===== src/marching_squares_cell_segments_top_defines.svh =====
// ---------------------------------------------------------------------------
// Assertion macros for the marching squares cell unit
// Clocked property checks, compiled out when ASSERT_OFF is defined.
// ---------------------------------------------------------------------------
`ifndef MARCHING_SQUARES_CELL_SEGMENTS_TOP_DEFINES_SVH
`define MARCHING_SQUARES_CELL_SEGMENTS_TOP_DEFINES_SVH

`ifndef ASSERT_OFF
// implication checked at every edge outside reset
`define MSQ_ASSERT(lbl, clk, rst_n, prop, msg) \
	lbl: assert property (@(posedge clk) disable iff (!rst_n) prop) else $error(msg);
// condition that must never hold
`define MSQ_ASSERT_NEVER(lbl, clk, rst_n, cond, msg) \
	lbl: assert property (@(posedge clk) disable iff (!rst_n) !(cond)) else $error(msg);
`else
`define MSQ_ASSERT(lbl, clk, rst_n, prop, msg)
`define MSQ_ASSERT_NEVER(lbl, clk, rst_n, cond, msg)
`endif

`endif


===== src/msq_pkg.sv =====
// ---------------------------------------------------------------------------
// msq_pkg
// Shared types, constants and segment table of the marching squares unit.
// ---------------------------------------------------------------------------
package msq_pkg;

	localparam int MAX_COLUMNS_DEF   = 1024;
	localparam int MAX_ROWS_DEF      = 1024;
	localparam int FRACTION_BITS_DEF = 16;

	localparam int SMP_W   = 16;  // corner sample
	localparam int IDX_W   = 10;  // column / row
	localparam int MAG_W   = 16;  // |sample - level|
	localparam int DEN_W   = 17;  // |va - vb|
	localparam int CRD_W   = 32;  // output coordinate
	localparam int PITCH_W = 31;
	localparam int PROD_W  = IDX_W + PITCH_W;  // index * pitch
	localparam int BASE_W  = PROD_W + 2;       // origin + index * pitch, signed
	localparam int SUM_W   = BASE_W + 1;       // base + offset or pitch
	localparam int DIV_STEPS = 4;              // quotient bits per divider stage
	localparam int NEDGE   = 4;
	localparam int IN_W    = 88;
	localparam int OUT_W   = 128;
	localparam int CFG_AW  = 3;
	localparam int CFG_DW  = 32;

	localparam logic [CFG_AW-1:0] REG_LEVEL    = 3'd0;
	localparam logic [CFG_AW-1:0] REG_ORIGIN_X = 3'd1;
	localparam logic [CFG_AW-1:0] REG_ORIGIN_Y = 3'd2;
	localparam logic [CFG_AW-1:0] REG_PITCH_X  = 3'd3;
	localparam logic [CFG_AW-1:0] REG_PITCH_Y  = 3'd4;

	typedef enum logic [1:0] {
		E_LEFT   = 2'd0,
		E_BOTTOM = 2'd1,
		E_RIGHT  = 2'd2,
		E_TOP    = 2'd3
	} edge_t;

	typedef struct packed {
		logic signed [SMP_W-1:0] level;
		logic signed [CRD_W-1:0] origin_x;
		logic signed [CRD_W-1:0] origin_y;
		logic [PITCH_W-1:0]      pitch_x;
		logic [PITCH_W-1:0]      pitch_y;
	} cfg_t;

	typedef struct packed {
		logic [3:0]        cs;
		logic              upper;
		logic [PROD_W-1:0] prod_x;
		logic [PROD_W-1:0] prod_y;
	} front_t;

	typedef struct packed {
		logic [3:0]              cs;
		logic                    upper;
		logic signed [BASE_W-1:0] x0;
		logic signed [BASE_W-1:0] y0;
	} side_t;

	typedef struct packed {
		edge_t s0_a;
		edge_t s0_b;
		edge_t s1_a;
		edge_t s1_b;
		logic  two;
	} seg_plan_t;

	function automatic seg_plan_t seg_plan(input logic [3:0] cs, input logic upper);
		seg_plan_t p;
		p = '{E_LEFT, E_BOTTOM, E_TOP, E_RIGHT, 1'b0};
		case (cs)
			4'd1, 4'd14: p = '{E_LEFT, E_BOTTOM, E_TOP, E_RIGHT, 1'b0};
			4'd2, 4'd13: p = '{E_BOTTOM, E_RIGHT, E_TOP, E_RIGHT, 1'b0};
			4'd4, 4'd11: p = '{E_TOP, E_RIGHT, E_TOP, E_RIGHT, 1'b0};
			4'd7, 4'd8:  p = '{E_LEFT, E_TOP, E_TOP, E_RIGHT, 1'b0};
			4'd3, 4'd12: p = '{E_LEFT, E_RIGHT, E_TOP, E_RIGHT, 1'b0};
			4'd6, 4'd9:  p = '{E_BOTTOM, E_TOP, E_TOP, E_RIGHT, 1'b0};
			4'd5, 4'd10: begin
				// saddle: mean above the level joins the corners that are above
				if ((cs == 4'd5) == upper)
					p = '{E_LEFT, E_TOP, E_BOTTOM, E_RIGHT, 1'b1};
				else
					p = '{E_LEFT, E_BOTTOM, E_TOP, E_RIGHT, 1'b1};
			end
			default: p = '{E_LEFT, E_BOTTOM, E_TOP, E_RIGHT, 1'b0};
		endcase
		return p;
	endfunction

	function automatic logic [CRD_W-1:0] sat32(input logic signed [SUM_W-1:0] v);
		logic signed [SUM_W-1:0] hi;
		logic signed [SUM_W-1:0] lo;
		hi = SUM_W'(32'sh7FFF_FFFF);
		lo = -SUM_W'(64'sh8000_0000);
		if (v > hi)
			return 32'h7FFF_FFFF;
		else if (v < lo)
			return 32'h8000_0000;
		else
			return v[CRD_W-1:0];
	endfunction

endpackage


===== src/msq_div.sv =====
// ---------------------------------------------------------------------------
// msq_div
// Pipelined restoring divider: q = floor(num * 2^FRACTION_BITS / den),
// valid while num <= den. DIV_STEPS quotient bits per stage.
// ---------------------------------------------------------------------------
module msq_div import msq_pkg::*; #(
	parameter int FRACTION_BITS = FRACTION_BITS_DEF
) (
	input  logic                   clk,
	input  logic                   en,
	input  logic [MAG_W-1:0]       num,
	input  logic [DEN_W-1:0]       den,
	output logic [FRACTION_BITS:0] quo
);

	localparam int QW  = FRACTION_BITS + 1;
	localparam int STG = (QW + DIV_STEPS - 1) / DIV_STEPS;
	localparam int RW  = DEN_W + 1;

	logic [RW-1:0]    rem_s [STG];
	logic [DEN_W-1:0] den_s [STG];
	logic [QW-1:0]    quo_s [STG];

	for (genvar k = 0; k < STG; k++) begin : g_stg
		logic [RW-1:0]    r_in;
		logic [DEN_W-1:0] d_in;
		logic [QW-1:0]    q_in;
		logic [RW-1:0]    r_nx;
		logic [QW-1:0]    q_nx;

		if (k == 0) begin : g_first
			assign r_in = RW'(num);
			assign d_in = den;
			assign q_in = '0;
		end else begin : g_next
			assign r_in = rem_s[k-1];
			assign d_in = den_s[k-1];
			assign q_in = quo_s[k-1];
		end

		always_comb begin
			r_nx = r_in;
			q_nx = q_in;
			for (int j = 0; j < DIV_STEPS; j++) begin
				if (k*DIV_STEPS + j < QW) begin
					// the integer bit needs no shift; remainder stays below den
					if (k*DIV_STEPS + j != 0)
						r_nx = {r_nx[RW-2:0], 1'b0};
					if (r_nx >= {1'b0, d_in}) begin
						r_nx = r_nx - {1'b0, d_in};
						q_nx = {q_nx[QW-2:0], 1'b1};
					end else begin
						q_nx = {q_nx[QW-2:0], 1'b0};
					end
				end
			end
		end

		always_ff @(posedge clk) begin
			if (en) begin
				rem_s[k] <= r_nx;
				den_s[k] <= d_in;
				quo_s[k] <= q_nx;
			end
		end
	end

	assign quo = quo_s[STG-1];

endmodule


===== config.mk =====
export PLATFORM = sky130hd
export DESIGN_NAME = msq_div
export DESIGN_NICKNAME = d
export VERILOG_FILES = /design/src/marching_squares_cell_segments_top_defines.svh /design/src/msq_pkg.sv /design/src/msq_div.sv
export SDC_FILE = /design/constraint.sdc
export NUM_CORES = 1
export LEC_CHECK = 0
export ABC_AREA = 1
export BUFFER_PORTS_ARGS = -buffer_cell sky130_fd_sc_hd__buf_2
export CAP_MARGIN = 10
export CORE_MARGIN = 8
export CORE_UTILIZATION = 55
export DETAILED_ROUTE_END_ITERATION = 10
export GPL_TIMING_DRIVEN = 0
export MAX_ROUTING_LAYER = met4
export PLACE_DENSITY = 0.78
export SYNTH_ARGS = -nofsm -noshare
export SYNTH_HDL_FRONTEND = slang
export SYNTH_SLANG_ARGS = --single-unit

===== constraint.sdc =====
create_clock -name clk -period 15.8 [get_ports clk]
set_input_delay 0 -clock clk [delete_from_list [all_inputs] [get_ports clk]]
set_output_delay 0 -clock clk [all_outputs]
set_load 0.02 [all_outputs]

After elaboration in Yosys (flattened, before gate mapping)
Memory sizes are Yosys's and may differ from the RTL's.
Index checks and enable logic that the tools add are counted.
Storage, ports and cells
  flip-flop bits (word level): 0
  bits in latches: 0
  bits in writable memories: 260
  memory bits (read-only): 0
  input bits: 35
  output and inout port bits: 17
  word-level logic and storage cells: 73
  memories kept: 3
Memory list
  rem_s: depth 5, bits a word 18, read ports 4, clocked after Yosys merged registers in 0, wr ports 5, RTL line msq_div.sv:20  | logic [RW-1:0] rem_s [STG];
  den_s: depth 5, bits a word 17, read ports 4, clocked after Yosys merged registers in 0, wr ports 5, RTL line msq_div.sv:21  | logic [DEN_W-1:0] den_s [STG];
  quo_s: depth 5, bits a word 17, read ports 5, clocked after Yosys merged registers in 0, wr ports 5, RTL line msq_div.sv:22  | logic [QW-1:0] quo_s [STG];
Cells by class
  $add $sub $neg: 17
  $mul: 0
  div/mod/pow operators: 0
  $lt $le $gt $ge: 17
  equal/unequal tests: 0
  shifts and indexed selects: 0
  muxes and demuxes: 36
  bitwise logic cells: 0
  reductions and logical operators: 0
Operators with widths (number)
  >= comparator 18 x 17 -> 1 bit: 16
  two-way mux 17 bit: 12
  subtractor 17 bit: 11
  two-way mux 18 bit: 5
  subtractor 18 x 17 -> 18 bit: 5
  two-way mux 1 bit: 19
  >= comparator 16 x 17 -> 1 bit: 1
  subtractor 16 x 17 -> 17 bit: 1

Longest topological paths before layout
An unclocked memory read counts as a cell.
  depth in word-level cells: 9
  mapped depth: 61
  depth with buffers taken out: 55

Worst setup path before layout
Ideal clock, no wire load.
  path kind: register to register
  from: memory den_s[2][0] (netlist: den_s[0][34])
  to: memory rem_s[0][65] (netlist bit), data pin
  setup time: 0.252 ns
  arrival time: 6.920 ns
  data required time: 15.548 ns
  slack: 8.628 ns
  cell stages (with the launch flop): 54
  path buffers: 7
  period minus slack after synthesis: 7.172 ns
  path through: edfxtp_1 buf_4 inv_4 fa_1 nand2_1 nand3_1 nand2_1 nand2_2 nand2_2 nand2_2 inv_2 buf_2 buf_4 nand2_1 o21ai_0 ha_1 a21oi_1 a21boi_0 [... 18 more ...] buf_2 nand2_1 inv_1 nor2_1 ha_1 a21oi_1 nand2_1 nand2_1 nand2_1 nand2_1 nand2_1 inv_1 o211ai_1 a21oi_1 nand3_2 buf_6 nand2_1 nand2_1
RTL lines (RTL line)
  from (decl): msq_div.sv:21
  to (decl): msq_div.sv:20

==> impl_metrics.tcl <==
set metrics [dict create \
    die-width_um 220 \
    hold_class "in2reg" \
    clk_path_buf_depth 2 \
    ant_nets 0 \
    worst_slew_margin_rel_pct 54.6 \
    grt_usage_pct 27.3 \
    start_kind "flip-flop" \
    worst_setup_hold_path_clk_slew_ns 0.07 \
    area_delta_synth_final_pct 7.50 \
    cts_buffers 17 \
    async_reset_ff_share_pct 0 \
    insertedDiodeCount 0 \
    grt_overflow 0 \
    netlist-cell-type-count 52 \
    layout.cells.most_common "sky130_fd_sc_hd__nand2_1" \
    synthesis.nets 3546 \
    dp.final_hpwl_mm 51.8 \
    detail_route.drc_violations 0 \
    cp_data_required_time_ns 16.02 \
    fin_tns_setup_ns 0 \
    die_height_um 220 \
    worst_clock_skew_ns 0.0177 \
    tritoncts "yes" \
    grt_pass1_wl_mm 103 \
    cap_viol_max_count 0 \
    drt_iter0_markers 1779 \
    slowest_delay_ns 0.45 \
    critical_path_endpoint_category "flip-flop" \
    grt_setup_unrepaired "false" \
    synth_seq_area_share_pct 25.3 \
    register_bit_total_from_synthesis 193 \
    finalWorstPathRequiredPeriod_ns 9.04 \
    avgViaCountPerCell 5.58 \
    post_synthesis_area_per_instance_um2 7.08 \
    route.vias.total 21600 \
    synth_enable_flop_cells 193 \
    first_global_vias 20700 \
    nNetsFinal 3635 \
    slew_viol_final 0 \
    critical-path-top-cell-by-count "sky130_fd_sc_hd__nand2_1" \
    setup.worst_path.class "reg2reg" \
    tightest_slew_ns 0.681 \
    floorplan.core_area_mm2 0.0409 \
    finalSetupViolations 0 \
    detailed_route_wire_length_mm 63.6 \
    drive_above_1_share_pct 8.13 \
    root_buffer "sky130_fd_sc_hd__clkbuf_16" \
    number_of_antenna_violations_at_the_first_check_in_global_routing 0 \
    port_buffers 51 \
    part_of_the_cycle_the_worst_path_needs_pct 57.2 \
    post_synth_instance_area_mm2 0.0229 \
    layout_common_cells "sky130_fd_sc_hd__nand2_1 (1036), sky130_fd_sc_hd__inv_1 (382), sky130_fd_sc_hd__ha_1 (276), sky130_fd_sc_hd__a21oi_1 (248), sky130_fd_sc_hd__edfxtp_1 (193)" \
    timing.critical_path.slowest_stage_cell "sky130_fd_sc_hd__ha_1" \
    max_freq_mhz 111 \
    cts_htree_levels 4 \
    grt_start_max_net_pins 141 \
    clock_sinks 193 \
    ioPinCount 52 \
    critPathArrivalTime_ns 9.26 \
    drtPass1Iterations 8 \
    row_count 74 \
    worst_skew_late_latency_ns 0.48 \
    status "finished, final reports clean" \
    hold-worst-slack_ns 0.252 \
    start_util_pct 55.9 \
    finalHoldViolations 0 \
    postSynth.topFlopCell "sky130_fd_sc_hd__edfxtp_1" \
    gp_routability_congestion 0.999 \
    crit_fanout 10 \
    wire_per_inst_um 16.5 \
    fillCellCount 3842 \
    netlist_instances 3230 \
    synthesis.yosys.warnings 0 \
    die_area_mm2 0.0484 \
]
-- cell usage after synthesis, types with 35 or more instances --
library cell / instances / area, um^2
sky130_fd_sc_hd__nand2_1: 1036 / 3890
sky130_fd_sc_hd__inv_1: 382 / 1430
sky130_fd_sc_hd__ha_1: 276 / 3450
sky130_fd_sc_hd__a21oi_1: 248 / 1240
sky130_fd_sc_hd__edfxtp_1: 193 / 5800
sky130_fd_sc_hd__nand3_1: 168 / 841
sky130_fd_sc_hd__nor2_1: 162 / 608
sky130_fd_sc_hd__o21ai_0: 147 / 736
sky130_fd_sc_hd__xor2_1: 111 / 972
sky130_fd_sc_hd__xnor2_1: 108 / 946
sky130_fd_sc_hd__o21ai_1: 40 / 200
sky130_fd_sc_hd__nand2_2: 35 / 219
-- logic make-up after synthesis --
logic type / share of synthesized area, %
AO/OA/AOI/OAI: 13.2
XOR/XNOR: 8.39
adder cells (fa/ha/maj): 15.5
buffers and inverters: 8.25
flip-flops: 25.3
AND/OR/NAND/NOR: 29.3
-- worst paths after layout --
path              depth (start not counted)      endpoint  slack (ns)    startpoint
setup / recovery                         49  rem_s[0][36]        6.76  den_s[0][25]
hold / removal                            2   den_s[0][3]        0.25        den[3]
setup reg to reg                         49  rem_s[0][36]        6.76  den_s[0][25]
hold reg to reg                           0  quo_s[0][56]        0.42  quo_s[0][35]
-- stage by stage --
| step | cell area [um^2] | util [%] | setup WS (ns) | std cells |
|---|---|---|---|---|
| final | 24600 | 60.1 | 6.76 | 3864 |
| after floorplan | 22900 | - | 8.63 | 3230 |
| after detailed placement | 23800 | 58.2 | 6.95 | 3814 |
| after global routing | 24600 | 60.1 | 5.90 | 3864 |
| after CTS | 24600 | 60.1 | 6.91 | 3864 |
| after global placement | 23800 | 58.1 | 7.03 | 3813 |
-- critical path, delay by kind of cell, from the launching register on --
kind | cells | cell delay, ns
AO/OA/AOI/OAI | 15 | 2.94
AND/OR/NAND/NOR | 20 | 2.50
buffers and inverters | 10 | 1.54
adder cells (fa/ha/maj) | 4 | 1.43
flip-flops | 1 | 0.36
-- timing repair --
action,in CTS,in global routing
resized for setup,0,0
endpoints found under the hold margin,70,0
hold buffers,18,0
buffers inserted,0,0
-- cell type report --
| class | instances | area (um^2) | area share [%] |
|---|---|---|---|
| Sequential cell | 193 | 5800 | 23.6 |
| Multi-Input combinational cell | 2590 | 15200 | 61.8 |
| Inverter | 402 | 1520 | 6.17 |
| Buffer | 45 | 372 | 1.51 |
| Timing Repair Buffer | 70 | 473 | 1.92 |
| Clock inverter | 14 | 149 | 0.606 |
| Clock buffer | 18 | 429 | 1.75 |
| Tap cell | 532 | 666 | 2.71 |
-- per-layer routing --
metal	vias up	global-route usage [%]	wire, um
li1	10900	-	-
met1	9922	34.5	28500
met2	623	45.0	29900
met3	109	3.43	3210
met4	0	9.10	1950
met5	-	-	0
-- state kept, by name, indices dropped and copies added, names as in the netlist --
name / flops
den_s: 68
quo_s: 57
rem_s: 68
Power is not shown: default switching activity piles up to over one toggle a cycle in this logic, so the estimate is an artifact.
