===== config.mk =====
export PLATFORM = sky130hd
export DESIGN_NAME = msq_front
export DESIGN_NICKNAME = d
export VERILOG_FILES = /design/src/marching_squares_cell_segments_top_defines.svh /design/src/msq_pkg.sv /design/src/msq_front.sv
export SDC_FILE = /design/constraint.sdc
export NUM_CORES = 2
export LEC_CHECK = 0
export ABC_CLOCK_PERIOD_IN_PS = 800
export BUFFER_PORTS_ARGS = -buffer_cell sky130_fd_sc_hd__buf_2
export CAP_MARGIN = 20
export CORE_UTILIZATION = 55
export DETAILED_ROUTE_END_ITERATION = 12
export PLACE_DENSITY = 0.84
export SYNTH_ARGS = -nofsm -noshare
export SYNTH_HDL_FRONTEND = slang
export SYNTH_SLANG_ARGS = --single-unit

===== constraint.sdc =====
create_clock -name clk -period 0.8 [get_ports clk]
set_clock_uncertainty 0.15 [all_clocks]
set_input_delay 0.08 -clock clk [delete_from_list [all_inputs] [get_ports clk]]
set_output_delay 0.08 -clock clk [all_outputs]
set_load 0.02 [all_outputs]

===== src/marching_squares_cell_segments_top_defines.svh =====
// ---------------------------------------------------------------------------
// Assertion macros for the marching squares cell unit
// Clocked property checks, compiled out when ASSERT_OFF is defined.
// ---------------------------------------------------------------------------
`ifndef MARCHING_SQUARES_CELL_SEGMENTS_TOP_DEFINES_SVH
`define MARCHING_SQUARES_CELL_SEGMENTS_TOP_DEFINES_SVH

`ifndef ASSERT_OFF
// implication checked at every edge outside reset
`define MSQ_ASSERT(lbl, clk, rst_n, prop, msg) \
	lbl: assert property (@(posedge clk) disable iff (!rst_n) prop) else $error(msg);
// condition that must never hold
`define MSQ_ASSERT_NEVER(lbl, clk, rst_n, cond, msg) \
	lbl: assert property (@(posedge clk) disable iff (!rst_n) !(cond)) else $error(msg);
`else
`define MSQ_ASSERT(lbl, clk, rst_n, prop, msg)
`define MSQ_ASSERT_NEVER(lbl, clk, rst_n, cond, msg)
`endif

`endif


===== src/msq_pkg.sv =====
// ---------------------------------------------------------------------------
// msq_pkg
// Shared types, constants and segment table of the marching squares unit.
// ---------------------------------------------------------------------------
package msq_pkg;

	localparam int MAX_COLUMNS_DEF   = 1024;
	localparam int MAX_ROWS_DEF      = 1024;
	localparam int FRACTION_BITS_DEF = 16;

	localparam int SMP_W   = 16;  // corner sample
	localparam int IDX_W   = 10;  // column / row
	localparam int MAG_W   = 16;  // |sample - level|
	localparam int DEN_W   = 17;  // |va - vb|
	localparam int CRD_W   = 32;  // output coordinate
	localparam int PITCH_W = 31;
	localparam int PROD_W  = IDX_W + PITCH_W;  // index * pitch
	localparam int BASE_W  = PROD_W + 2;       // origin + index * pitch, signed
	localparam int SUM_W   = BASE_W + 1;       // base + offset or pitch
	localparam int DIV_STEPS = 4;              // quotient bits per divider stage
	localparam int NEDGE   = 4;
	localparam int IN_W    = 88;
	localparam int OUT_W   = 128;
	localparam int CFG_AW  = 3;
	localparam int CFG_DW  = 32;

	localparam logic [CFG_AW-1:0] REG_LEVEL    = 3'd0;
	localparam logic [CFG_AW-1:0] REG_ORIGIN_X = 3'd1;
	localparam logic [CFG_AW-1:0] REG_ORIGIN_Y = 3'd2;
	localparam logic [CFG_AW-1:0] REG_PITCH_X  = 3'd3;
	localparam logic [CFG_AW-1:0] REG_PITCH_Y  = 3'd4;

	typedef enum logic [1:0] {
		E_LEFT   = 2'd0,
		E_BOTTOM = 2'd1,
		E_RIGHT  = 2'd2,
		E_TOP    = 2'd3
	} edge_t;

	typedef struct packed {
		logic signed [SMP_W-1:0] level;
		logic signed [CRD_W-1:0] origin_x;
		logic signed [CRD_W-1:0] origin_y;
		logic [PITCH_W-1:0]      pitch_x;
		logic [PITCH_W-1:0]      pitch_y;
	} cfg_t;

	typedef struct packed {
		logic [3:0]        cs;
		logic              upper;
		logic [PROD_W-1:0] prod_x;
		logic [PROD_W-1:0] prod_y;
	} front_t;

	typedef struct packed {
		logic [3:0]              cs;
		logic                    upper;
		logic signed [BASE_W-1:0] x0;
		logic signed [BASE_W-1:0] y0;
	} side_t;

	typedef struct packed {
		edge_t s0_a;
		edge_t s0_b;
		edge_t s1_a;
		edge_t s1_b;
		logic  two;
	} seg_plan_t;

	function automatic seg_plan_t seg_plan(input logic [3:0] cs, input logic upper);
		seg_plan_t p;
		p = '{E_LEFT, E_BOTTOM, E_TOP, E_RIGHT, 1'b0};
		case (cs)
			4'd1, 4'd14: p = '{E_LEFT, E_BOTTOM, E_TOP, E_RIGHT, 1'b0};
			4'd2, 4'd13: p = '{E_BOTTOM, E_RIGHT, E_TOP, E_RIGHT, 1'b0};
			4'd4, 4'd11: p = '{E_TOP, E_RIGHT, E_TOP, E_RIGHT, 1'b0};
			4'd7, 4'd8:  p = '{E_LEFT, E_TOP, E_TOP, E_RIGHT, 1'b0};
			4'd3, 4'd12: p = '{E_LEFT, E_RIGHT, E_TOP, E_RIGHT, 1'b0};
			4'd6, 4'd9:  p = '{E_BOTTOM, E_TOP, E_TOP, E_RIGHT, 1'b0};
			4'd5, 4'd10: begin
				// saddle: mean above the level joins the corners that are above
				if ((cs == 4'd5) == upper)
					p = '{E_LEFT, E_TOP, E_BOTTOM, E_RIGHT, 1'b1};
				else
					p = '{E_LEFT, E_BOTTOM, E_TOP, E_RIGHT, 1'b1};
			end
			default: p = '{E_LEFT, E_BOTTOM, E_TOP, E_RIGHT, 1'b0};
		endcase
		return p;
	endfunction

	function automatic logic [CRD_W-1:0] sat32(input logic signed [SUM_W-1:0] v);
		logic signed [SUM_W-1:0] hi;
		logic signed [SUM_W-1:0] lo;
		hi = SUM_W'(32'sh7FFF_FFFF);
		lo = -SUM_W'(64'sh8000_0000);
		if (v > hi)
			return 32'h7FFF_FFFF;
		else if (v < lo)
			return 32'h8000_0000;
		else
			return v[CRD_W-1:0];
	endfunction

endpackage


===== src/msq_front.sv =====
// ---------------------------------------------------------------------------
// msq_front
// Input stage: level-relative samples, cell case, saddle vote, grid check,
// divider operands and cell base products.
// ---------------------------------------------------------------------------
module msq_front import msq_pkg::*; #(
	parameter int MAX_COLUMNS = MAX_COLUMNS_DEF,
	parameter int MAX_ROWS    = MAX_ROWS_DEF
) (
	input  logic             clk,
	input  logic             arst_n,
	input  logic             en,
	input  logic             in_vld,
	input  logic [IN_W-1:0]  in_data,
	input  cfg_t             cfg,
	output logic             vld_s1,
	output logic [MAG_W-1:0] num_s1 [NEDGE],
	output logic [DEN_W-1:0] den_s1 [NEDGE],
	output front_t           side_s1
);

	logic [IDX_W-1:0]        col;
	logic [IDX_W-1:0]        row;
	logic signed [SMP_W-1:0] raw [4];
	logic signed [SMP_W:0]   v [4];
	logic [3:0]              cs;
	logic signed [SMP_W+1:0] sum;
	logic signed [SMP_W+1:0] lvl4;
	logic                    in_grid;
	logic                    live;
	// corner pairs per edge: left a-d, bottom a-b, right b-c, top d-c
	localparam int EA [NEDGE] = '{0, 0, 1, 3};
	localparam int EB [NEDGE] = '{3, 1, 2, 2};

	assign col = in_data[IDX_W-1:0];
	assign row = in_data[2*IDX_W-1:IDX_W];

	always_comb begin
		for (int k = 0; k < 4; k++) begin
			raw[k] = in_data[2*IDX_W + k*SMP_W +: SMP_W];
			v[k]   = (SMP_W+1)'(raw[k]) - (SMP_W+1)'(cfg.level);
			cs[k]  = v[k] > 0;
		end
		sum  = (SMP_W+2)'(raw[0]) + (SMP_W+2)'(raw[1]) + (SMP_W+2)'(raw[2])
			+ (SMP_W+2)'(raw[3]);
		lvl4 = (SMP_W+2)'(cfg.level) <<< 2;
		in_grid = (int'(col) <= MAX_COLUMNS - 2) && (int'(row) <= MAX_ROWS - 2);
		live = in_vld && in_grid && (cs != 4'd0) && (cs != 4'd15);
	end

	always_ff @(posedge clk or negedge arst_n) begin
		if (!arst_n)
			vld_s1 <= 1'b0;
		else if (en)
			vld_s1 <= live;
	end

	always_ff @(posedge clk) begin
		if (en) begin
			for (int e = 0; e < NEDGE; e++) begin
				logic signed [SMP_W+1:0] d;
				d = (SMP_W+2)'(v[EA[e]]) - (SMP_W+2)'(v[EB[e]]);
				num_s1[e] <= v[EA[e]] < 0 ? MAG_W'(-v[EA[e]]) : MAG_W'(v[EA[e]]);
				den_s1[e] <= d < 0 ? DEN_W'(-d) : DEN_W'(d);
			end
			side_s1.cs     <= cs;
			side_s1.upper  <= sum > lvl4;
			side_s1.prod_x <= PROD_W'(col) * PROD_W'(cfg.pitch_x);
			side_s1.prod_y <= PROD_W'(row) * PROD_W'(cfg.pitch_y);
		end
	end

endmodule


==> results.sh, run 1 <==
export IMPL_synth_area_leaders="fa_1, edfxtp_1, ha_1"
export IMPL_cts_buffers_inserted=26
export IMPL_synth_ff_type="edfxtp_1"
export IMPL_htreeDepth=1
export IMPL_stop_stage="5_1_grt"
export IMPL_yosysMostFrequentCell="inv_1"
export IMPL_syn_cell_area_um2=35100
export IMPL_hpwlAfterDp_mm=96.7
export IMPL_endpoint_type="sequential cell input"
export IMPL_num_rows=92
export IMPL_die_height_um=254
export IMPL_yosysTopAreaCell="fa_1"
export IMPL_yosysSeqAreaShare_pct=17.5
export IMPL_synth_top_area_share_pct=28.6
export IMPL_clock_root_buffer="clkbuf_16"
export IMPL_die_w_um=254
export IMPL_yosysWarnings=0
export IMPL_start_util_pct=55.6
export IMPL_ios=454
export IMPL_grt_worst_setup_endpoint="side_s1[37]$_DFFE_PP_/D"
export IMPL_syn_nets=4806
export IMPL_clock_sinks=204
export IMPL_syn_avg_cell_area_um2=9.35
export IMPL_cts_buffer_depth=3
export IMPL_tool_error="[ERROR GRT-0232] Routing congestion too high. Check the congestion heatmap in the GUI."
export IMPL_synth_edf_count=203
export IMPL_grt_start_max_net_pins=38
export IMPL_gp_congestion=0.999
export IMPL_synth_seq_cells=204
export IMPL_async_flop_share_pct=0.490
export IMPL_syn_inst=3750
export IMPL_synth_top_cells_by_count="inv_1, fa_1, nand2_1, and2_1, ha_1"
export IMPL_io_buffers=385
export IMPL_status="stopped before the end"
export IMPL_grtUsageTotal_pct=63.3
export IMPL_ys_types=88
export IMPL_overflow=62
==> cells by family after synthesis <==
group	Yosys count	share of synthesized area, %
AOI/OAI and AO/OA	584	10.8
xor gates and xnor gates	306	7.71
adders and majority gates	822	40.1
buffers and inverters	741	8.12
DFF	204	17.5
muxes	3	0.0928
and+or+nand+nor	1090	15.8
==> layer usage <==
layer  GRT overflow  track usage (%)
met5              0             18.6
met4             24             62.3
met3             10             44.4
met2             27             84.1
met1              1             62.2
==> stage by stage <==
step / instances / instance area (um2) / setup WS [ps] / util, % / hold WS [ps]
after CTS: 5978 / 50500 / -4340 / 80.0 / -212
after detailed placement: 5815 / 46500 / -5160 / 73.7 / -289
after global placement: 5815 / 46500 / -4940 / 73.7 / -294
after floorplan: 3750 / 37000 / -4520 / - / -366
==> timing repair <==
item	CTS
cloned	9
hold buffers	3
pin swaps	249
endpoints found under the setup margin	413
gates resized for setup	445
buffers inserted	130
endpoints found under the hold margin	142
==> run 2, diff against run 1 <==
- ABC_CLOCK_PERIOD_IN_PS: 800 -> 1000
- CORE_UTILIZATION: 55 -> 40
- PLACE_DENSITY: 0.84 -> not set
- PLACE_DENSITY_LB_ADDON: not set -> 0.15
- clock period: 0.8 -> 1 ns (I/O delays scaled with it)
==> run 2 against run 1 <==
The flow now finishes, with violations (negative hold slack, negative setup slack). Synthesized cell count unchanged. Area after synthesis unchanged.
==> results.sh, run 2 <==
export IMPL_yosysTopAreaCell="fa_1"
export IMPL_min_path_cells=3
export IMPL_ir_worst_vdd_mv=3.69
export IMPL_grt_start_max_net_pins=38
export IMPL_final_setup_worst_slack_ps=-4120
export IMPL_drt_iter0_markers=1401
export IMPL_grtUsageTotal_pct=25.9
export IMPL_crit_chain="buf_12, buf_8, and2_4, fa_1, fa_1, fa_1, fa_1, inv_1, fa_1, inv_2, ha_4, buf_6, a21o_1, a21o_1, a21oi_2, nand4b_1, a41o_4, a31o_4, a211oi_4, o21ai_1, a21oi_1, xnor2_1"
export IMPL_largest_register="side_s1"
export IMPL_r2r_start="vld_s1"
export IMPL_clkPwrFrac_pct=5.3
export IMPL_hold_path_class="input pin to flop"
export IMPL_max_freq_mhz=195
export IMPL_cts_hold_fix_buffers=8
export IMPL_dieArea_um2=88800
export IMPL_end_kind="flop"
export IMPL_ios=454
export IMPL_antenna_found_initial=9
export IMPL_clk_pin_slew_ps=70
export IMPL_drt_wirelength_per_cell_um=17.9
export IMPL_synth_ff_type="edfxtp_1"
export IMPL_cts_buffers_inserted=28
export IMPL_via_per_inst=4.91
export IMPL_min_delay_worst_endpoint="side_s1[42]"
export IMPL_final_util_pct=62.0
export IMPL_yosysMostFrequentCell="inv_1"
export IMPL_hpwlAfterDp_mm=94.0
export IMPL_start_util_pct=40.4
export IMPL_crit_arrival_ps=5320
export IMPL_power_switching_mw=86.7
export IMPL_setup_worst_path_class="input pin to flop"
export IMPL_violations="negative hold slack, negative setup slack"
export IMPL_holdWs_ps=-153
export IMPL_rsz0062_at_grt="yes"
export IMPL_path_delay_family="adder cells"
export IMPL_synth_top_cells_by_count="inv_1, fa_1, nand2_1, and2_1, ha_1"
export IMPL_critPathMaxFanout=12
export IMPL_clock_root_buffer="clkbuf_16"
export IMPL_nets=6324
export IMPL_post_route_period_util_pct=512
export IMPL_p_seq_share_pct=9.8
export IMPL_grt_pass1_vias=33000
export IMPL_placed_area_um2=47400
export IMPL_ys_types=88
export IMPL_slew_headroom_pct=61.6
export IMPL_cts_buffer_depth=3
export IMPL_num_rows=108
export IMPL_largest_reg_flops=87
export IMPL_stdcell_count=6448
export IMPL_htreeDepth=1
export IMPL_overflow=0
export IMPL_area_delta_synth_final_pct=53.5
export IMPL_pre_cts_ws_ps=-4990
export IMPL_layout_common_cells="buf_4, inv_1, fa_1, buf_2, nand2_1"
export IMPL_final_antenna_net_count=0
export IMPL_min_from="in_data[0]"
export IMPL_drcViolationCount=0
export IMPL_cpPeakStageDelay_ps=570
export IMPL_cp_common_cell="fa_1"
export IMPL_largestRegisters="side_s1: 87 flops, den_s1: 68 flops, num_s1: 48 flops"
export IMPL_power_internal_mw=109
export IMPL_p_per_area_nw_per_um2=3640
export IMPL_drt_first_pass_iters=8
export IMPL_worst_pin_slew_ps=571
export IMPL_required_ps=1200
export IMPL_numPlacedInstances=6174
export IMPL_max_cap_violations=0
export IMPL_critPathLaunchType="input pin"
export IMPL_core_um2=86800
export IMPL_final_common_cell="buf_4"
export IMPL_yosysWarnings=0
export IMPL_gp_congestion=0.923
export IMPL_clk_latency_ps=590
export IMPL_status="finished, violations left"
export IMPL_synth_seq_cells=204
export IMPL_r2r_cells=1
export IMPL_final_cell_area_um2=53800
export IMPL_r2r_end="vld_s1"
export IMPL_async_flop_share_pct=0.490
export IMPL_syn_cell_area_um2=35100
export IMPL_die_w_um=298
export IMPL_grt_pass1_wl_mm=180
export IMPL_tritoncts="yes"
export IMPL_vias=31700
export IMPL_die_height_um=298
export IMPL_fin_crit_ps=5120
export IMPL_wirelength_mm=115
export IMPL_power_leakage_nw=26.2
export IMPL_switching_share_pct=44.2
export IMPL_drv_slew=0
export IMPL_io_buffers=385
export IMPL_synth_top_area_share_pct=28.6
export IMPL_yosysSeqAreaShare_pct=17.5
export IMPL_clock_sinks=204
export IMPL_synth_area_leaders="fa_1, edfxtp_1, ha_1"
export IMPL_r2r_slack_ps=-40
export IMPL_comb_power_share_pct=84.9
export IMPL_syn_nets=4806
export IMPL_synth_edf_count=203
export IMPL_syn_inst=3750
export IMPL_syn_avg_cell_area_um2=9.35
export IMPL_critPathSlowestCell="fa_1"
export IMPL_finalSetupViolations=447
export IMPL_crit_buf_inv=5
export IMPL_hold_viol_final=14
export IMPL_drive_gt1_share_pct=44.6
-- run 2: cell counts after synthesis --
No cell type changed its count.
-- run 2: repair_timing --
item / 4_1_cts / 5_1_grt
cloned: 7 / 2
pin swaps: 294 / 257
gates resized for setup: 530 / 284
endpoints found under the hold margin: 59 / 13
buffers inserted: 157 / 84
endpoints found under the setup margin: 413 / 456
-- run 2: how the worst max path moves through the flow --
stage,startpoint,end,slack (ps),cells past startpoint
after floorplan,cfg[34],side_s1[70],-4340,21
after global placement,in_data[5],side_s1[81],-5000,21
after detailed placement,in_data[1],side_s1[81],-4990,22
after CTS,in_data[15],side_s1[39],-4150,22
after global routing,in_data[1],side_s1[81],-4290,26
final,in_data[14],side_s1[39],-4120,22
-- run 2: final cells by class --
| type | instances | area, um2 |
|---|---|---|
| antenna | 3 | 7.51 |
| clock inverter | 19 | 206 |
| sequential | 204 | 6120 |
| clock buffer | 33 | 741 |
| tap | 1155 | 1450 |
| inverter | 589 | 2220 |
| multi-input combinational | 2806 | 30100 |
| fill | 7323 | 33000 |
| timing repair buffer | 1639 | 12900 |
-- run 2: cells by family after synthesis --
kind of cell | synth area share (%)
AO/OA/AOI/OAI | 10.8
adder cells (fa/ha/maj) | 40.1
XOR/XNOR | 7.71
buffers and inverters | 8.12
flip-flops | 17.5
AND/OR/NAND/NOR | 15.8
multiplexers | 0.0928
-- run 2: power by group through the flow --
stage	clock (mW)	combinational [mW]	sequential, mW
after floorplan	0	75.9	23.6
after global placement	0	132	19.2
after detailed placement	0	133	19.2
after CTS	10.9	155	19.2
after global routing	11.1	181	19.4
final	10.5	166	19.1
-- run 2: routing by layer --
| metal | track usage (%) | routed length (um) |
|---|---|---|
| met3 | 4.03 | 6590 |
| met2 | 43.9 | 56100 |
| met4 | 6.36 | 3090 |
| met1 | 34.4 | 49700 |
| met5 | 0 | 36 |
-- run 2: per-stage QoR --
step                power [mW]  hold WS (ps)  setup TNS, ps
CTS                        185          -218        -647520
finish                     196          -153        -643220
floorplan                 99.4          -346        -563520
global placement           151          -270        -714000
detailed placement         152          -273        -715620
global route               212          -155        -675790
Power figures use the tool's default switching activity.
